File: config.mk
export PLATFORM = sky130hd
export DESIGN_NAME = binary_min_heap_queue
export DESIGN_NICKNAME = d
export VERILOG_FILES = /design/src/design/bmhq_pkg.sv /design/src/design/bmhq_dpath.sv /design/src/design/bmhq_ctrl.sv /design/src/design/binary_min_heap_queue.sv
export SDC_FILE = /design/constraint.sdc
export NUM_CORES = 1
export LEC_CHECK = 0
export BUFFER_PORTS_ARGS = -buffer_cell sky130_fd_sc_hd__clkbuf_2
export CORE_MARGIN = 2
export CORE_UTILIZATION = 55
export DETAILED_ROUTE_END_ITERATION = 16
export PLACE_DENSITY = 0.72
export SETUP_SLACK_MARGIN = 0.3
export SLEW_MARGIN = 20
export SYNTH_ARGS = -nofsm -noshare
export SYNTH_HDL_FRONTEND = slang
export SYNTH_SLANG_ARGS = --single-unit
File: constraint.sdc
create_clock -name aclk -period 24 [get_ports aclk]
set_clock_uncertainty 0.1 [all_clocks]
set_input_delay 2.4 -clock aclk [delete_from_list [all_inputs] [get_ports aclk]]
set_output_delay 2.4 -clock aclk [all_outputs]
set_load 0.1 [all_outputs]
File: src/design/bmhq_pkg.sv
// Shared constants, codes and control/status types for the binary heap queue.
`timescale 1ns / 1ps

package bmhq_pkg;

    localparam int CAPACITY = 16;
    localparam int ADDR_W   = $clog2(CAPACITY);
    localparam int CNT_W    = $clog2(CAPACITY + 1);
    localparam int CHILD_W  = ADDR_W + 2;
    localparam int KEY_W    = 32;
    localparam int ACT_W    = 2;
    localparam int CNTO_W   = 5;
    localparam int OUT_W    = 1 + KEY_W + CNTO_W + 1 + 1;

    // action codes
    localparam logic [ACT_W-1:0] ACT_INSERT = 2'd0;
    localparam logic [ACT_W-1:0] ACT_REMOVE = 2'd1;
    localparam logic [ACT_W-1:0] ACT_CLEAR  = 2'd2;
    localparam logic [ACT_W-1:0] ACT_QUERY  = 2'd3;

    // count update
    localparam logic [1:0] CNT_HOLD = 2'd0;
    localparam logic [1:0] CNT_INC  = 2'd1;
    localparam logic [1:0] CNT_DEC  = 2'd2;
    localparam logic [1:0] CNT_CLR  = 2'd3;

    // position update
    localparam logic [1:0] POS_HOLD   = 2'd0;
    localparam logic [1:0] POS_COUNT  = 2'd1;
    localparam logic [1:0] POS_PARENT = 2'd2;
    localparam logic [1:0] POS_PICK   = 2'd3;

    // memory read select
    localparam logic [1:0] RD_NONE   = 2'd0;
    localparam logic [1:0] RD_PARENT = 2'd1;
    localparam logic [1:0] RD_LAST   = 2'd2;
    localparam logic [1:0] RD_CHILD  = 2'd3;

    // memory write select
    localparam logic [1:0] WR_NONE = 2'd0;
    localparam logic [1:0] WR_CUR  = 2'd1;
    localparam logic [1:0] WR_RDA  = 2'd2;
    localparam logic [1:0] WR_PICK = 2'd3;

    typedef struct packed {
        logic       load_key;
        logic       load_cur_rd;
        logic       done_we;
        logic       done_val;
        logic       pos_zero_ld;
        logic [1:0] cnt_op;
        logic [1:0] pos_op;
        logic [1:0] rd_sel;
        logic [1:0] wr_sel;
        logic       load_out;
    } cmd_t;

    typedef struct packed {
        logic full;
        logic empty;
        logic pos_zero;
        logic left_oob;
        logic up_less;
        logic dn_stop;
    } stat_t;

endpackage

File: src/design/bmhq_dpath.sv
// Heap datapath: key memory, count, sift position, compare logic and result register.
`timescale 1ns / 1ps

module bmhq_dpath (
    input  logic                                   aclk,
    input  logic                                   aresetn,
    input  bmhq_pkg::cmd_t                         cmd,
    input  logic signed [bmhq_pkg::KEY_W-1:0]      s_key,
    output bmhq_pkg::stat_t                        stat,
    output logic [bmhq_pkg::OUT_W-1:0]             out_data
);

    logic signed [bmhq_pkg::KEY_W-1:0] mem [bmhq_pkg::CAPACITY];

    logic [bmhq_pkg::CNT_W-1:0]         count_reg, count_next;
    logic [bmhq_pkg::ADDR_W-1:0]        pos_reg, pos_next;
    logic signed [bmhq_pkg::KEY_W-1:0]  cur_reg, root_reg, rda_reg, rdb_reg, wdata;
    logic                               done_reg;
    logic [bmhq_pkg::OUT_W-1:0]         out_reg;

    logic [bmhq_pkg::ADDR_W-1:0]        parent, addr_a, addr_b, pick_pos;
    logic [bmhq_pkg::CHILD_W-1:0]       left_w, right_w, cnt_ext;
    logic                               right_ok, wr_en, rd_en;
    logic signed [bmhq_pkg::KEY_W-1:0]  pick_key, min_val;
    logic [bmhq_pkg::CNT_W+bmhq_pkg::CNTO_W-1:0] cnt_wide;

    assign parent  = (pos_reg - 1'b1) >> 1;
    assign left_w  = (bmhq_pkg::CHILD_W'(pos_reg) << 1) + 1'b1;
    assign right_w = left_w + 1'b1;
    assign cnt_ext = bmhq_pkg::CHILD_W'(count_reg);

    // right child only counts when it exists and is strictly smaller
    assign right_ok = (right_w < cnt_ext) && (rdb_reg < rda_reg);
    assign pick_key = right_ok ? rdb_reg : rda_reg;
    assign pick_pos = right_ok ? right_w[bmhq_pkg::ADDR_W-1:0] : left_w[bmhq_pkg::ADDR_W-1:0];

    always_comb begin
        addr_a = parent;
        addr_b = right_w[bmhq_pkg::ADDR_W-1:0];
        case (cmd.rd_sel)
            bmhq_pkg::RD_PARENT: addr_a = parent;
            bmhq_pkg::RD_LAST:   addr_a = count_reg[bmhq_pkg::ADDR_W-1:0];
            bmhq_pkg::RD_CHILD:  addr_a = left_w[bmhq_pkg::ADDR_W-1:0];
            default:             addr_a = parent;
        endcase
    end
    assign rd_en = (cmd.rd_sel != bmhq_pkg::RD_NONE);

    always_comb begin
        wdata = cur_reg;
        case (cmd.wr_sel)
            bmhq_pkg::WR_CUR:  wdata = cur_reg;
            bmhq_pkg::WR_RDA:  wdata = rda_reg;
            bmhq_pkg::WR_PICK: wdata = pick_key;
            default:           wdata = cur_reg;
        endcase
    end
    assign wr_en = (cmd.wr_sel != bmhq_pkg::WR_NONE);

    always_ff @(posedge aclk) begin
        if (wr_en) begin
            mem[pos_reg] <= wdata;
        end
        if (rd_en) begin
            rda_reg <= mem[addr_a];
            rdb_reg <= mem[addr_b];
        end
    end

    always_comb begin
        count_next = count_reg;
        case (cmd.cnt_op)
            bmhq_pkg::CNT_INC: count_next = count_reg + 1'b1;
            bmhq_pkg::CNT_DEC: count_next = count_reg - 1'b1;
            bmhq_pkg::CNT_CLR: count_next = '0;
            default:           count_next = count_reg;
        endcase
    end

    always_comb begin
        pos_next = pos_reg;
        if (cmd.pos_zero_ld) begin
            pos_next = '0;
        end else begin
            case (cmd.pos_op)
                bmhq_pkg::POS_COUNT:  pos_next = count_reg[bmhq_pkg::ADDR_W-1:0];
                bmhq_pkg::POS_PARENT: pos_next = parent;
                bmhq_pkg::POS_PICK:   pos_next = pick_pos;
                default:              pos_next = pos_reg;
            endcase
        end
    end

    always_ff @(posedge aclk) begin
        if (!aresetn) begin
            count_reg <= '0;
        end else begin
            count_reg <= count_next;
        end
    end

    always_ff @(posedge aclk) begin
        pos_reg <= pos_next;
        if (cmd.load_key) begin
            cur_reg <= s_key;
        end else if (cmd.load_cur_rd) begin
            cur_reg <= rda_reg;
        end
        if (cmd.done_we) begin
            done_reg <= cmd.done_val;
        end
        if (wr_en && (pos_reg == '0)) begin
            root_reg <= wdata;
        end
    end

    assign cnt_wide = {{bmhq_pkg::CNTO_W{1'b0}}, count_reg};
    assign min_val  = (count_reg != '0) ? root_reg : '0;

    always_ff @(posedge aclk) begin
        if (cmd.load_out) begin
            out_reg <= {stat.full, stat.empty, cnt_wide[bmhq_pkg::CNTO_W-1:0], min_val, done_reg};
        end
    end
    assign out_data = out_reg;

    assign stat.full     = (count_reg == bmhq_pkg::CNT_W'(bmhq_pkg::CAPACITY));
    assign stat.empty    = (count_reg == '0);
    assign stat.pos_zero = (pos_reg == '0);
    assign stat.left_oob = (left_w >= cnt_ext);
    assign stat.up_less  = (cur_reg < rda_reg);
    assign stat.dn_stop  = (cur_reg < pick_key);

`ifndef SYNTHESIS
    a_count_bound: assert property (@(posedge aclk) disable iff (!aresetn)
        count_reg <= bmhq_pkg::CNT_W'(bmhq_pkg::CAPACITY))
        else $error("heap count beyond capacity");
    a_write_live: assert property (@(posedge aclk) disable iff (!aresetn)
        wr_en |-> (bmhq_pkg::CNT_W'(pos_reg) < count_reg))
        else $error("heap write outside live slots");
    a_root_copy: assert property (@(posedge aclk) disable iff (!aresetn)
        (count_reg != '0) && !wr_en && !(cmd.cnt_op == bmhq_pkg::CNT_DEC)
        |=> (count_reg == '0) || (root_reg == mem[0]) || $past(cmd.cnt_op != bmhq_pkg::CNT_HOLD))
        else $error("root copy differs from slot zero");
`endif

endmodule

File: src/design/bmhq_ctrl.sv
// Sequencer for insert sift-up, remove sift-down and the result handshake.
`timescale 1ns / 1ps

module bmhq_ctrl (
    input  logic                          aclk,
    input  logic                          aresetn,
    input  logic                          s_tvalid,
    output logic                          s_tready,
    input  logic [bmhq_pkg::ACT_W-1:0]    s_action,
    output logic                          m_tvalid,
    input  logic                          m_tready,
    input  bmhq_pkg::stat_t               stat,
    output bmhq_pkg::cmd_t                cmd
);

    localparam logic [2:0] ST_IDLE    = 3'd0;
    localparam logic [2:0] ST_UP_CHK  = 3'd1;
    localparam logic [2:0] ST_UP_CMP  = 3'd2;
    localparam logic [2:0] ST_DN_LAST = 3'd3;
    localparam logic [2:0] ST_DN_LOAD = 3'd4;
    localparam logic [2:0] ST_DN_CHK  = 3'd5;
    localparam logic [2:0] ST_DN_CMP  = 3'd6;
    localparam logic [2:0] ST_FIN     = 3'd7;

    logic [2:0] state_reg, state_next;
    logic       mvalid_reg, mvalid_next;

    assign s_tready = (state_reg == ST_IDLE);
    assign m_tvalid = mvalid_reg;

    always_comb begin
        state_next  = state_reg;
        mvalid_next = mvalid_reg && !m_tready;
        cmd         = '0;
        case (state_reg)
            ST_IDLE: begin
                if (s_tvalid) begin
                    state_next   = ST_FIN;
                    cmd.done_we  = 1'b1;
                    cmd.done_val = 1'b1;
                    case (s_action)
                        bmhq_pkg::ACT_INSERT: begin
                            if (stat.full) begin
                                cmd.done_val = 1'b0;
                            end else begin
                                cmd.load_key = 1'b1;
                                cmd.pos_op   = bmhq_pkg::POS_COUNT;
                                cmd.cnt_op   = bmhq_pkg::CNT_INC;
                                state_next   = ST_UP_CHK;
                            end
                        end
                        bmhq_pkg::ACT_REMOVE: begin
                            if (stat.empty) begin
                                cmd.done_val = 1'b0;
                            end else begin
                                cmd.cnt_op = bmhq_pkg::CNT_DEC;
                                state_next = ST_DN_LAST;
                            end
                        end
                        bmhq_pkg::ACT_CLEAR: cmd.cnt_op = bmhq_pkg::CNT_CLR;
                        default: ;
                    endcase
                end
            end
            ST_UP_CHK: begin
                if (stat.pos_zero) begin
                    cmd.wr_sel = bmhq_pkg::WR_CUR;
                    state_next = ST_FIN;
                end else begin
                    cmd.rd_sel = bmhq_pkg::RD_PARENT;
                    state_next = ST_UP_CMP;
                end
            end
            ST_UP_CMP: begin
                if (stat.up_less) begin
                    cmd.wr_sel = bmhq_pkg::WR_RDA;
                    cmd.pos_op = bmhq_pkg::POS_PARENT;
                    state_next = ST_UP_CHK;
                end else begin
                    cmd.wr_sel = bmhq_pkg::WR_CUR;
                    state_next = ST_FIN;
                end
            end
            ST_DN_LAST: begin
                if (stat.empty) begin
                    state_next = ST_FIN;
                end else begin
                    cmd.rd_sel      = bmhq_pkg::RD_LAST;
                    cmd.pos_zero_ld = 1'b1;
                    state_next      = ST_DN_LOAD;
                end
            end
            ST_DN_LOAD: begin
                cmd.load_cur_rd = 1'b1;
                state_next      = ST_DN_CHK;
            end
            ST_DN_CHK: begin
                if (stat.left_oob) begin
                    cmd.wr_sel = bmhq_pkg::WR_CUR;
                    state_next = ST_FIN;
                end else begin
                    cmd.rd_sel = bmhq_pkg::RD_CHILD;
                    state_next = ST_DN_CMP;
                end
            end
            ST_DN_CMP: begin
                if (stat.dn_stop) begin
                    cmd.wr_sel = bmhq_pkg::WR_CUR;
                    state_next = ST_FIN;
                end else begin
                    cmd.wr_sel = bmhq_pkg::WR_PICK;
                    cmd.pos_op = bmhq_pkg::POS_PICK;
                    state_next = ST_DN_CHK;
                end
            end
            ST_FIN: begin
                if (!mvalid_reg || m_tready) begin
                    cmd.load_out = 1'b1;
                    mvalid_next  = 1'b1;
                    state_next   = ST_IDLE;
                end
            end
            default: state_next = ST_IDLE;
        endcase
    end

    always_ff @(posedge aclk) begin
        if (!aresetn) begin
            state_reg  <= ST_IDLE;
            mvalid_reg <= 1'b0;
        end else begin
            state_reg  <= state_next;
            mvalid_reg <= mvalid_next;
        end
    end

`ifndef SYNTHESIS
    a_one_at_a_time: assert property (@(posedge aclk) disable iff (!aresetn)
        (s_tvalid && s_tready) |=> !s_tready)
        else $error("second item taken while one is in progress");
    a_load_free: assert property (@(posedge aclk) disable iff (!aresetn)
        cmd.load_out |-> (!mvalid_reg || m_tready))
        else $error("result register overwritten while held");
    a_fin_leaves: assert property (@(posedge aclk) disable iff (!aresetn)
        (state_reg == ST_FIN) && !mvalid_reg |=> (state_reg == ST_IDLE) && mvalid_reg)
        else $error("finished item not moved to result register");
`endif

endmodule

File: src/design/binary_min_heap_queue.sv
// Top level of the bounded min-priority queue kept as a binary heap.
//
// Input channel (s_): one item per action. s_tuser carries the action
// (insert, remove minimum, clear, query); s_tdata carries the signed key,
// used only by an insert.
// Result channel (m_): exactly one item per input item, in order: done flag,
// smallest key (0 when empty), count, empty and full flags.
// Flow: one item at a time. Query, clear and refused actions, and a remove
// that empties the queue, go straight to the result. An insert climbs the heap
// and a remove, after fetching the last key and starting at the root, descends
// it; with 16 slots that is at most 4 levels up and 3 down. The next item is
// taken once the result loads and the sequencer is back in idle. The heap
// memory has registered reads, so each level is a read state followed by a
// compare-and-write state.
// Reset: aresetn (synchronous, active low) empties the queue and drops any
// pending result; heap memory contents are not cleared.
// Stall: while m_tready is low the finished result holds in the output
// register; the next item is still accepted and worked, then waits for it.
`timescale 1ns / 1ps

module binary_min_heap_queue (
    input  logic        aclk,
    input  logic        aresetn,
    input  logic        s_tvalid,
    output logic        s_tready,
    input  logic [31:0] s_tdata,   // [31:0] key_value
    input  logic [1:0]  s_tuser,   // [1:0] action
    output logic        m_tvalid,
    input  logic        m_tready,
    output logic [39:0] m_tdata    // [0] done_res, [32:1] min_key, [37:33] entry_count,
                                   // [38] is_empty, [39] is_full
);

    bmhq_pkg::cmd_t  cmd;
    bmhq_pkg::stat_t stat;

    // sequencer: decodes the action and walks the sift loop
    bmhq_ctrl u_ctrl (
        .aclk     (aclk),
        .aresetn  (aresetn),
        .s_tvalid (s_tvalid),
        .s_tready (s_tready),
        .s_action (s_tuser),
        .m_tvalid (m_tvalid),
        .m_tready (m_tready),
        .stat     (stat),
        .cmd      (cmd)
    );

    // heap storage, count and compare logic; holds the result item
    bmhq_dpath u_dpath (
        .aclk     (aclk),
        .aresetn  (aresetn),
        .cmd      (cmd),
        .s_key    (s_tdata),
        .stat     (stat),
        .out_data (m_tdata)
    );

endmodule
==> run summary, run 1 <==
Status -> completed
Overall routed net length -> 78950 µm
Clock latency on the worst-skew pair -> 0.62 ns
Crit path launch type -> flop
Largest net degree at the start of global routing -> 74
Worst slew margin relative to its limit -> 21.34%
Clock net sink count -> 662
Maximum ir drop on the vdd rail -> 0.1195 mV
Largest register FFs -> 512
CTS tree -> built
Number of unique standard cell types used by synthesis -> 71
DRC Markers -> 0
Net count after synthesis -> 1948
Root buf cell -> clkbuf_16
Mean cell area of the mapped netlist -> 17.13 µm²
Die height -> 240.6 µm
Vias -> 18042
Post-cts gate resize count -> 0
Overall die area -> 57870 µm²
Fillers -> 3844
Clock transition at the registers of the reported paths -> 0.06 ns
Destination of the worst hold path -> u_dpath.out_data[0]$_DFFE_PP_
Summed instance area of the synthesized netlist -> 30780 µm²
Data required time at the worst endpoint -> 24.14 ns
Share of final-layout standard cells stronger than drive strength 1 -> 23.54%
R2r setup slk -> 15.99 ns
Total core area -> 55200 µm²
CTS max path bufs -> 3
Global-route wire length before repair -> 117600 µm
Worst hold path class -> flop to flop
Largest Register -> u_dpath.mem
DP HPWL -> 47930 µm
H-tree depth -> 3
Wire length per cell -> 29.31 µm
Overall fraction of global-route tracks in use -> 28.11%
Slew at the pin closest to its max-slew limit -> 1.180 ns
Initial standard-cell utilization of the core -> 55.76%
Nets -> 2050
Most common cell after layout, fill and taps aside -> edfxtp_1
Highest net fanout along the worst path -> 39
Cells after Synth -> 1797
Die X -> 240.6 µm
Dominant register cell in the synthesized netlist -> edfxtp_1
Number of global-route vias before repair -> 18000
Hold Crit Depth -> 0
Number of port buffers -> 79
Final clock period utilization by the worst path -> 33.38%
Final hold viol count -> 0
Synth-to-Final Area Change -> 11.62%
Total negative slack -> 0 ns
Diodes inserted -> 0
Startpoint of the most critical hold path -> u_dpath.done_reg$_SDFFCE_PN0P_
Row count -> 86
Antenna Violating Nets Remaining -> 0
Number of flops mapped to enable cells by yosys -> 649
Number of cells on the worst reg-to-reg path -> 21
Final Slew Violations -> 0
Category of the critical setup timing path -> flop to flop
Setup repair after global routing missed its margin -> no
Global route overflow -> 0
YS warnings -> 0
Number of buffers created by CTS -> 68
Hold buffer count at cts -> 0
Static power due to leakage -> 11.70 nW
Synthesis-stage register bit count -> 662
Max capacitance violation total -> 0
Startpoint of the most critical register-to-register path -> u_dpath.pos_reg[1]$_SDFFE_PP0P_
Core utilization of the finished layout -> 62.24%
Signal arrival time at the worst endpoint -> 8.16 ns
Sequential area share after synthesis -> 64.16%
Time the worst path needs with I/O delays and setup -> 8.012 ns
Antenna violations before repair -> 0
Async set-or-reset flop fraction in the synthesized netlist -> 0%
Number of setup violations in the final report -> 0
Top library cells by usage in the layout, fill and taps aside -> edfxtp_1 (649), mux4_2 (159), nand2_1 (138)
Number of I/O pins -> 80
Number of violations reported at the end of detailed-routing iteration 0 -> 2537
Capture instance of the worst register-to-register path -> u_dpath.mem[14][19]$_DFFE_PP_
Kind of end point of the critical path -> flop
RD Place Congestion -> 0.9090
Max Fclk -> 0.1248 GHz
Routed vias/inst -> 6.697
DR pass1 iterations -> 6
PwrDens -> 157.5 nW/µm²
Post-CTS Setup Repair Bufs -> 0
==> synthesized netlist by cell type, types with 18 or more instances <==
library cell  instances  area [µm²]
nor2b_1              42       262.8
mux4_2              159        3581
mux4_1               33       867.1
a22oi_1              66       495.5
mux2_1               24       270.3
mux2_2               41       461.7
inv_1                44       165.2
nand2_1             140       525.5
mux2i_1              35       350.3
clkbuf_1             40       150.1
buf_2                36       180.2
nor2_1               36       135.1
edfxtp_1            649       19490
o21ai_0              76       380.4
nor3_1               18       90.09
a21oi_1              42       210.2
ha_1                112        1401
==> metal layers <==
| metal | wire length, µm | vias to the layer above | part of all wire, % | track usage, % |
|---|---|---|---|---|
| met2 | 37000 | 1039 | 47 | 43.83 |
| met1 | 32330 | 9293 | 41 | 40.85 |
| li1 | - | 7537 | - | - |
| met3 | 6976 | 173 | 8.8 | 4.907 |
| met4 | 2653 | 0 | 3.4 | 9.147 |
| met5 | 0 | - | 0 | 0 |
==> power breakdown <==
| part | internal [W] | total [W] | switching, W |
|---|---|---|---|
| sequential | 0.00164 | 0.00174 | 0.0000998 |
| clock | 0.000613 | 0.00106 | 0.000443 |
| combinational | 0.00110 | 0.00262 | 0.00152 |
| total | 0.00335 | 0.00541 | 0.00206 |
==> worst max-delay path by stage <==
stage / from / cells past startpoint / end / slack [ns]
3_5_place_dp: u_dpath.pos_reg[1]$_SDFFE_PP0P_ / 21 / u_dpath.mem[14][14]$_DFFE_PP_ / 16.05
6_report: u_dpath.pos_reg[1]$_SDFFE_PP0P_ / 21 / u_dpath.mem[14][19]$_DFFE_PP_ / 15.99
5_1_grt: u_dpath.pos_reg[1]$_SDFFE_PP0P_ / 21 / u_dpath.mem[14][23]$_DFFE_PP_ / 15.56
4_1_cts: u_dpath.pos_reg[1]$_SDFFE_PP0P_ / 21 / u_dpath.mem[14][23]$_DFFE_PP_ / 16.04
3_3_place_gp: u_dpath.pos_reg[1]$_SDFFE_PP0P_ / 21 / u_dpath.mem[14][16]$_DFFE_PP_ / 16.27
2_1_floorplan: u_dpath.pos_reg[0]$_SDFFE_PP0P_ / 23 / u_dpath.mem[5][0]$_DFFE_PP_ / 15.11
==> kinds of logic (layout without fill, tap and decap cells) <==
kind of cell	Yosys count	after routing	share of synthesized area [%]
DFF	662	662	64.16
and+or+nand+nor	311	311	4.943
muxes	292	292	17.97
AOI/OAI and AO/OA	269	269	5.720
buffers and inverters	141	290	2.333
adders and majority gates	113	113	4.618
xor gates and xnor gates	9	9	0.2561
==> critical path, stage by stage, from the launching register on <==
cell	delay (ns)
dfxtp_1	0.45
inv_1	0.15
ha_4	0.83
ha_1	0.36
o21a_1	0.11
o211ai_1	0.19
nand3_1	0.13
or3_1	0.36
nand2_2	0.08
buf_4	0.62
mux2i_1	0.25
ha_1	0.36
nand3_1	0.12
nor3_1	0.31
and3_1	0.38
nand4_1	0.22
a21oi_1	0.27
nand2_1	0.12
o21a_1	0.28
and2_1	0.48
nor3_2	0.81
buf_4	0.60
==> final cells by class <==
class	count	area, µm²	area share, %
clock buffer	78	1792	5.215
clock inverter	39	406.6	1.184
inverter	44	165.2	0.4807
multi-input combinational	994	10530	30.66
sequential	662	19750	57.49
tap	748	935.9	2.724
timing repair buffer	129	770.7	2.243
==> per-stage QoR <==
step,cells,setup WS [ns],hold slack (ns),instance area [µm²],power [W]
final,2694,15.99,0.3286,34360,0.005410
after global routing,2694,15.56,0.3379,34360,0.005674
after CTS,2694,16.04,0.3321,34360,0.005410
after detailed placement,2577,16.05,0.3201,32160,0.004352
after global placement,2577,16.27,0.3109,32160,0.004298
after floorplan,1797,15.11,0.3003,30780,0.003676
Note: power is estimated with default switching activity, not from simulation.
==> run 2, diff against run 1 <==
- clock period: 24 -> 7.5 ns (I/O delays scaled with it)
==> run 2 against run 1 <==
Clock-buffer cell count increased by 3. Clock power increased to 3.3 times the previous value. Largest power group unchanged. Critical endpoint is now u_dpath.mem[3][18]$_DFFE_PP_. Highest routed layer unchanged. Critical path depth decreased by 2.
==> run summary, run 2 (synthesis gave the netlist of run 1 again) <==
Status -> completed
Top library cells by usage in the layout, fill and taps aside -> edfxtp_1 (649), mux4_2 (159), nand2_1 (138)
CTS tree -> built
Worst slack at placement -> 0.8463 ns
Crit path launch type -> flop
Slew at the pin closest to its max-slew limit -> 1.102 ns
Worst hold path class -> flop to flop
Largest register FFs -> 512
Setup repair after global routing missed its margin -> no
Die X -> 240.6 µm
Number of setup violations in the final report -> 0
Global-route wire length before repair -> 115500 µm
Destination of the critical timing path -> u_dpath.mem[3][18]$_DFFE_PP_
Post-CTS Setup Repair Bufs -> 0
Final clock period utilization by the worst path -> 89.83%
Time the worst path needs with I/O delays and setup -> 6.737 ns
Capture instance of the worst register-to-register path -> u_dpath.mem[3][18]$_DFFE_PP_
Worst slew margin relative to its limit -> 26.55%
Most common cell after layout, fill and taps aside -> edfxtp_1
Multi-input gate area in the final layout -> 10620 µm²
R2r setup slk -> 0.76 ns
PwrDens -> 500.5 nW/µm²
Startpoint of the most critical setup path -> u_dpath.rda_reg[31]$_DFFE_PP_
Maximum ir drop on the vdd rail -> 0.6005 mV
Number of buffers created by CTS -> 69
Number of global-route vias before repair -> 17556
Largest Register -> u_dpath.mem
Number of I/O pins -> 80
RD Place Congestion -> 0.8825
Routed wire length on met2 -> 36710 µm
Clock transition at the registers of the reported paths -> 0.06 ns
Post-cts gate resize count -> 0
Kind of end point of the critical path -> flop
DP HPWL -> 45720 µm
Nets -> 2055
Root buf cell -> clkbuf_16
Area of all sequential standard cells -> 19750 µm²
Overall die area -> 57870 µm²
Startpoint of the most critical register-to-register path -> u_dpath.rda_reg[31]$_DFFE_PP_
Global route overflow -> 0
Slack of the critical path -> 0.7630 ns
Initial standard-cell utilization of the core -> 55.76%
CTS max path bufs -> 3
Diodes inserted -> 0
Number of port buffers -> 79
Share of final-layout standard cells stronger than drive strength 1 -> 23.80%
Hold buffer count at cts -> 0
Max capacitance violation total -> 0
Number of cells on the worst reg-to-reg path -> 19
Largest net degree at the start of global routing -> 97
Die height -> 240.6 µm
H-tree depth -> 3
Row count -> 86
Wire length per cell -> 29.23 µm
Final Slew Violations -> 0
Count of placed standard cells including taps -> 2581
Vias -> 17930
DRC Markers -> 0
Clock latency on the worst-skew pair -> 0.61 ns
Design Power -> 0.01730 W
Routed vias/inst -> 6.636
Routed metal-1 wire length -> 32130 µm
Final design area excluding fillers -> 34560 µm²
Overall fraction of global-route tracks in use -> 27.98%
Number of violations reported at the end of detailed-routing iteration 0 -> 2243
Instance area at placement -> 32300 µm²
Fillers -> 3847
Highest net fanout along the worst path -> 22
Synth-to-Final Area Change -> 12.29%
Detailed-routed wire length on met3 -> 7841 µm
Core utilization of the finished layout -> 62.61%
Final hold viol count -> 0
Total core area -> 55200 µm²
Category of the critical setup timing path -> flop to flop
Layout Cells excl Fill -> 2702
Antenna violations before repair -> 0
Overall routed net length -> 78980 µm
Max Fclk -> 0.1484 GHz
Highest metal layer with signal wires -> met4
Static power due to leakage -> 11.83 nW
Data required time at the worst endpoint -> 7.63 ns
Signal arrival time at the worst endpoint -> 6.87 ns
Antenna Violating Nets Remaining -> 0
Clock net sink count -> 662
DR pass1 iterations -> 8
-- run 2: critical path, stage by stage, from the launching register on --
cell      delay [ns]
edfxtp_1        0.38
inv_1           0.10
ha_1            0.35
nand4_1         0.20
or4_1           0.63
a31oi_1         0.37
o21bai_1        0.16
nand2_2         0.31
buf_4           0.42
mux2i_1         0.38
ha_1            0.20
nand4_1         0.09
nor2_1          0.25
nand4_1         0.14
a21oi_1         0.28
nand2_1         0.11
o21a_1          0.25
and2_1          0.20
nor4_4          0.82
buf_4           0.58
-- run 2: report_power, final --
group          internal [W]  total [W]  switching, W  leakage (nW)
combinational       0.00353    0.00827       0.00474          4.74
sequential          0.00524    0.00557      0.000328          5.99
clock               0.00204    0.00346       0.00142          1.10
total                0.0108     0.0173       0.00649          11.8
-- run 2: through the flow --
stage | hold WS [ns] | TNS [ns]
detailed placement | 0.3150 | 0
global route | 0.3346 | 0
global placement | 0.3040 | 0
floorplan | 0.3003 | -44.37
CTS | 0.2996 | 0
finish | 0.3259 | 0
-- run 2: worst min path at each step --
| stage | startpoint | end | cells after the start |
|---|---|---|---|
| global placement | u_dpath.done_reg$_SDFFCE_PN0P_ | u_dpath.out_data[0]$_DFFE_PP_ | 0 |
| detailed placement | u_dpath.done_reg$_SDFFCE_PN0P_ | u_dpath.out_data[0]$_DFFE_PP_ | 0 |
| CTS | s_tdata[6] | u_dpath.cur_reg[6]$_DFFE_PP_ | 3 |
| global route | s_tdata[6] | u_dpath.cur_reg[6]$_DFFE_PP_ | 3 |
| floorplan | u_dpath.done_reg$_SDFFCE_PN0P_ | u_dpath.out_data[0]$_DFFE_PP_ | 0 |
| finish | u_dpath.done_reg$_SDFFCE_PN0P_ | u_dpath.out_data[0]$_DFFE_PP_ | 0 |
-- run 2: layout make-up --
class	instances	area share, %
well taps	748	2.708
multi-input cells	994	30.72
clock inverters	40	1.271
inverters	44	0.4778
repair buffers	133	2.425
flip-flops and latches	662	57.15
clock buffers	81	5.249
-- run 2: per-layer routing --
layer  up-vias  GRT usage [%]
li1       7552              -
met1      9207          40.80
met2      1023          42.94
met3       148          5.101
met4         0          9.844
met5         -              0
==> run 3, diff against run 2 <==
--- a/config.mk
+++ b/config.mk
@@ -9,4 +9,5 @@
 export CORE_MARGIN = 2
 export CORE_UTILIZATION = 55
+export CTS_BUF_LIST = sky130_fd_sc_hd__clkbuf_8
 export DETAILED_ROUTE_END_ITERATION = 16
 export PLACE_DENSITY = 0.72
==> constraint.sdc (replaced) <==
create_clock -name aclk -period 7.5 [get_ports aclk]
set_clock_uncertainty 0.1 [all_clocks]
set_input_delay 0.375 -clock aclk [delete_from_list [all_inputs] [get_ports aclk]]
set_output_delay 0.375 -clock aclk [all_outputs]
set_load 0.01 [all_outputs]
==> run 3 against run 2 <==
Hold slack got worse by 0.25 ns. Sequential share of layout area rose by 0.11 points. Maximum frequency rose by 1.4%. Largest cell class unchanged. Register-to-register slack improved by 0.09 ns.
==> run summary, run 3 (synthesis gave the netlist of run 1 again) <==
Status -> completed
Synth-to-Final Area Change -> 12.09%
Most common cell after layout, fill and taps aside -> edfxtp_1
Final clock period utilization by the worst path -> 88.58%
Max Fclk -> 0.1505 GHz
Diodes inserted -> 0
Slew at the pin closest to its max-slew limit -> 1.092 ns
Kind of end point of the critical path -> flop
Share of final-layout standard cells stronger than drive strength 1 -> 24.07%
Count of placed standard cells including taps -> 2581
Number of I/O pins -> 80
Core utilization of the finished layout -> 62.50%
Overall die area -> 57870 µm²
DRC Markers -> 0
Number of global-route vias before repair -> 17923
Number of port buffers -> 79
Clock net sink count -> 662
DP HPWL -> 45720 µm
Die height -> 240.6 µm
Post-CTS Setup Repair Bufs -> 0
Layout Cells excl Fill -> 2796
Category of the critical setup timing path -> flop to flop
Root buf cell -> clkbuf_8
Critical-path cell list -> inv_1 -> ha_1 -> nand4_1 -> or4_1 -> a31oi_1 -> o21bai_1 -> nand2_2 -> buf_4 -> mux2i_1 -> ha_1 -> a21o_1 -> a21oi_1 -> o211ai_1 -> nand3_1 -> nand3_1 -> a32o_1 -> a2bb2oi_1 -> o21a_1 -> and2_1 -> nor4_4 -> buf_4
Worst slew margin relative to its limit -> 27.22%
Global route overflow -> 0
Final Slew Violations -> 0
Overall fraction of global-route tracks in use -> 27.88%
Time the worst path needs with I/O delays and setup -> 6.643 ns
Hold buffer count at cts -> 36
Initial standard-cell utilization of the core -> 55.76%
CTS tree -> built
Die X -> 240.6 µm
Data required time at the worst endpoint -> 7.73 ns
Highest net fanout along the worst path -> 22
Static power due to leakage -> 11.90 nW
Largest Register -> u_dpath.mem
CTS max path bufs -> 3
Top library cells by usage in the layout, fill and taps aside -> edfxtp_1 (649), mux4_2 (159), nand2_1 (138)
Final hold viol count -> 0
Cell type of the slowest stage on the worst timing path -> nor4_4
Row count -> 86
Slowest cell delay on critical path -> 0.82 ns
Largest register FFs -> 512
Number of buffers created by CTS -> 101
Signal arrival time at the worst endpoint -> 6.87 ns
Number of violations reported at the end of detailed-routing iteration 0 -> 2232
Global-route wire length before repair -> 115200 µm
Worst hold path class -> primary input to flop
Nets -> 2123
Total negative slack -> 0 ns
Final worst hold slack -> 0.07941 ns
Wire length per cell -> 28.14 µm
Crit path launch type -> flop
Antenna Violating Nets Remaining -> 0
Routed vias/inst -> 6.473
Total core area -> 55200 µm²
Maximum ir drop on the vdd rail -> 0.5696 mV
Antenna violations before repair -> 1
Post-cts gate resize count -> 0
Max capacitance violation total -> 0
RD Place Congestion -> 0.8825
Clock latency on the worst-skew pair -> 0.72 ns
Largest net degree at the start of global routing -> 97
Setup repair after global routing missed its margin -> no
Clock transition at the registers of the reported paths -> 0.06 ns
H-tree depth -> 3
DR pass1 iterations -> 6
PwrDens -> 477.5 nW/µm²
Number of setup violations in the final report -> 0
Overall routed net length -> 78690 µm
Vias -> 18099
==> run 3: final timing paths <==
kind | slack, ns | cells after the start | startpoint | to
max | 0.86 | 21 | u_dpath.rda_reg[31]$_DFFE_PP_ | u_dpath.mem[3][28]$_DFFE_PP_
min | 0.08 | 3 | s_tvalid | u_dpath.done_reg$_SDFFCE_PN0P_
min reg2reg | 0.33 | 0 | u_dpath.done_reg$_SDFFCE_PN0P_ | u_dpath.out_data[0]$_DFFE_PP_
max reg2reg | 0.86 | 21 | u_dpath.rda_reg[31]$_DFFE_PP_ | u_dpath.mem[3][28]$_DFFE_PP_
==> run 3: metal layers <==
layer  vias to the layer above  wire (µm)  global-route usage (%)
met5                         -         13                       0
met3                       161       7940                   5.010
met2                      1079      36370                   42.81
met4                         2       2450                   10.20
li1                       7697          -                       -
met1                      9160      31910                   40.52
==> run 3: report_power, final <==
group          switching (W)  total (W)  internal (W)
combinational        0.00460    0.00814       0.00354
sequential          0.000330    0.00557       0.00524
clock                0.00138    0.00276       0.00138
==> run 3: layout make-up <==
class | count | area [µm²]
Fill cell | 3857 | 20700
Clock inverter | 76 | 411.6
Multi-Input combinational cell | 994 | 10620
Timing Repair Buffer | 169 | 1199
Clock buffer | 103 | 1418
Sequential cell | 662 | 19750
Tap cell | 748 | 935.9
Inverter | 44 | 165.2
==> run 3: per-stage QoR <==
step | power, W | area (µm²) | worst slack [ns]
after floorplan | 0.01166 | 30840 | -0.3547
after global placement | 0.01360 | 32300 | 1.034
after detailed placement | 0.01370 | 32300 | 0.8463
after CTS | 0.01651 | 34490 | 0.8114
after global routing | 0.01740 | 34500 | 0.4035
final | 0.01647 | 34500 | 0.8565
==> run 3: worst max-delay path, delay by kind of cell (launching register included) <==
kind	cells	cell delay (ns)
simple gates	7	2.40
fa+ha+maj	2	0.67
flops	1	0.37
compound gates	8	1.43
buf+inv	3	1.10
mux	1	0.16
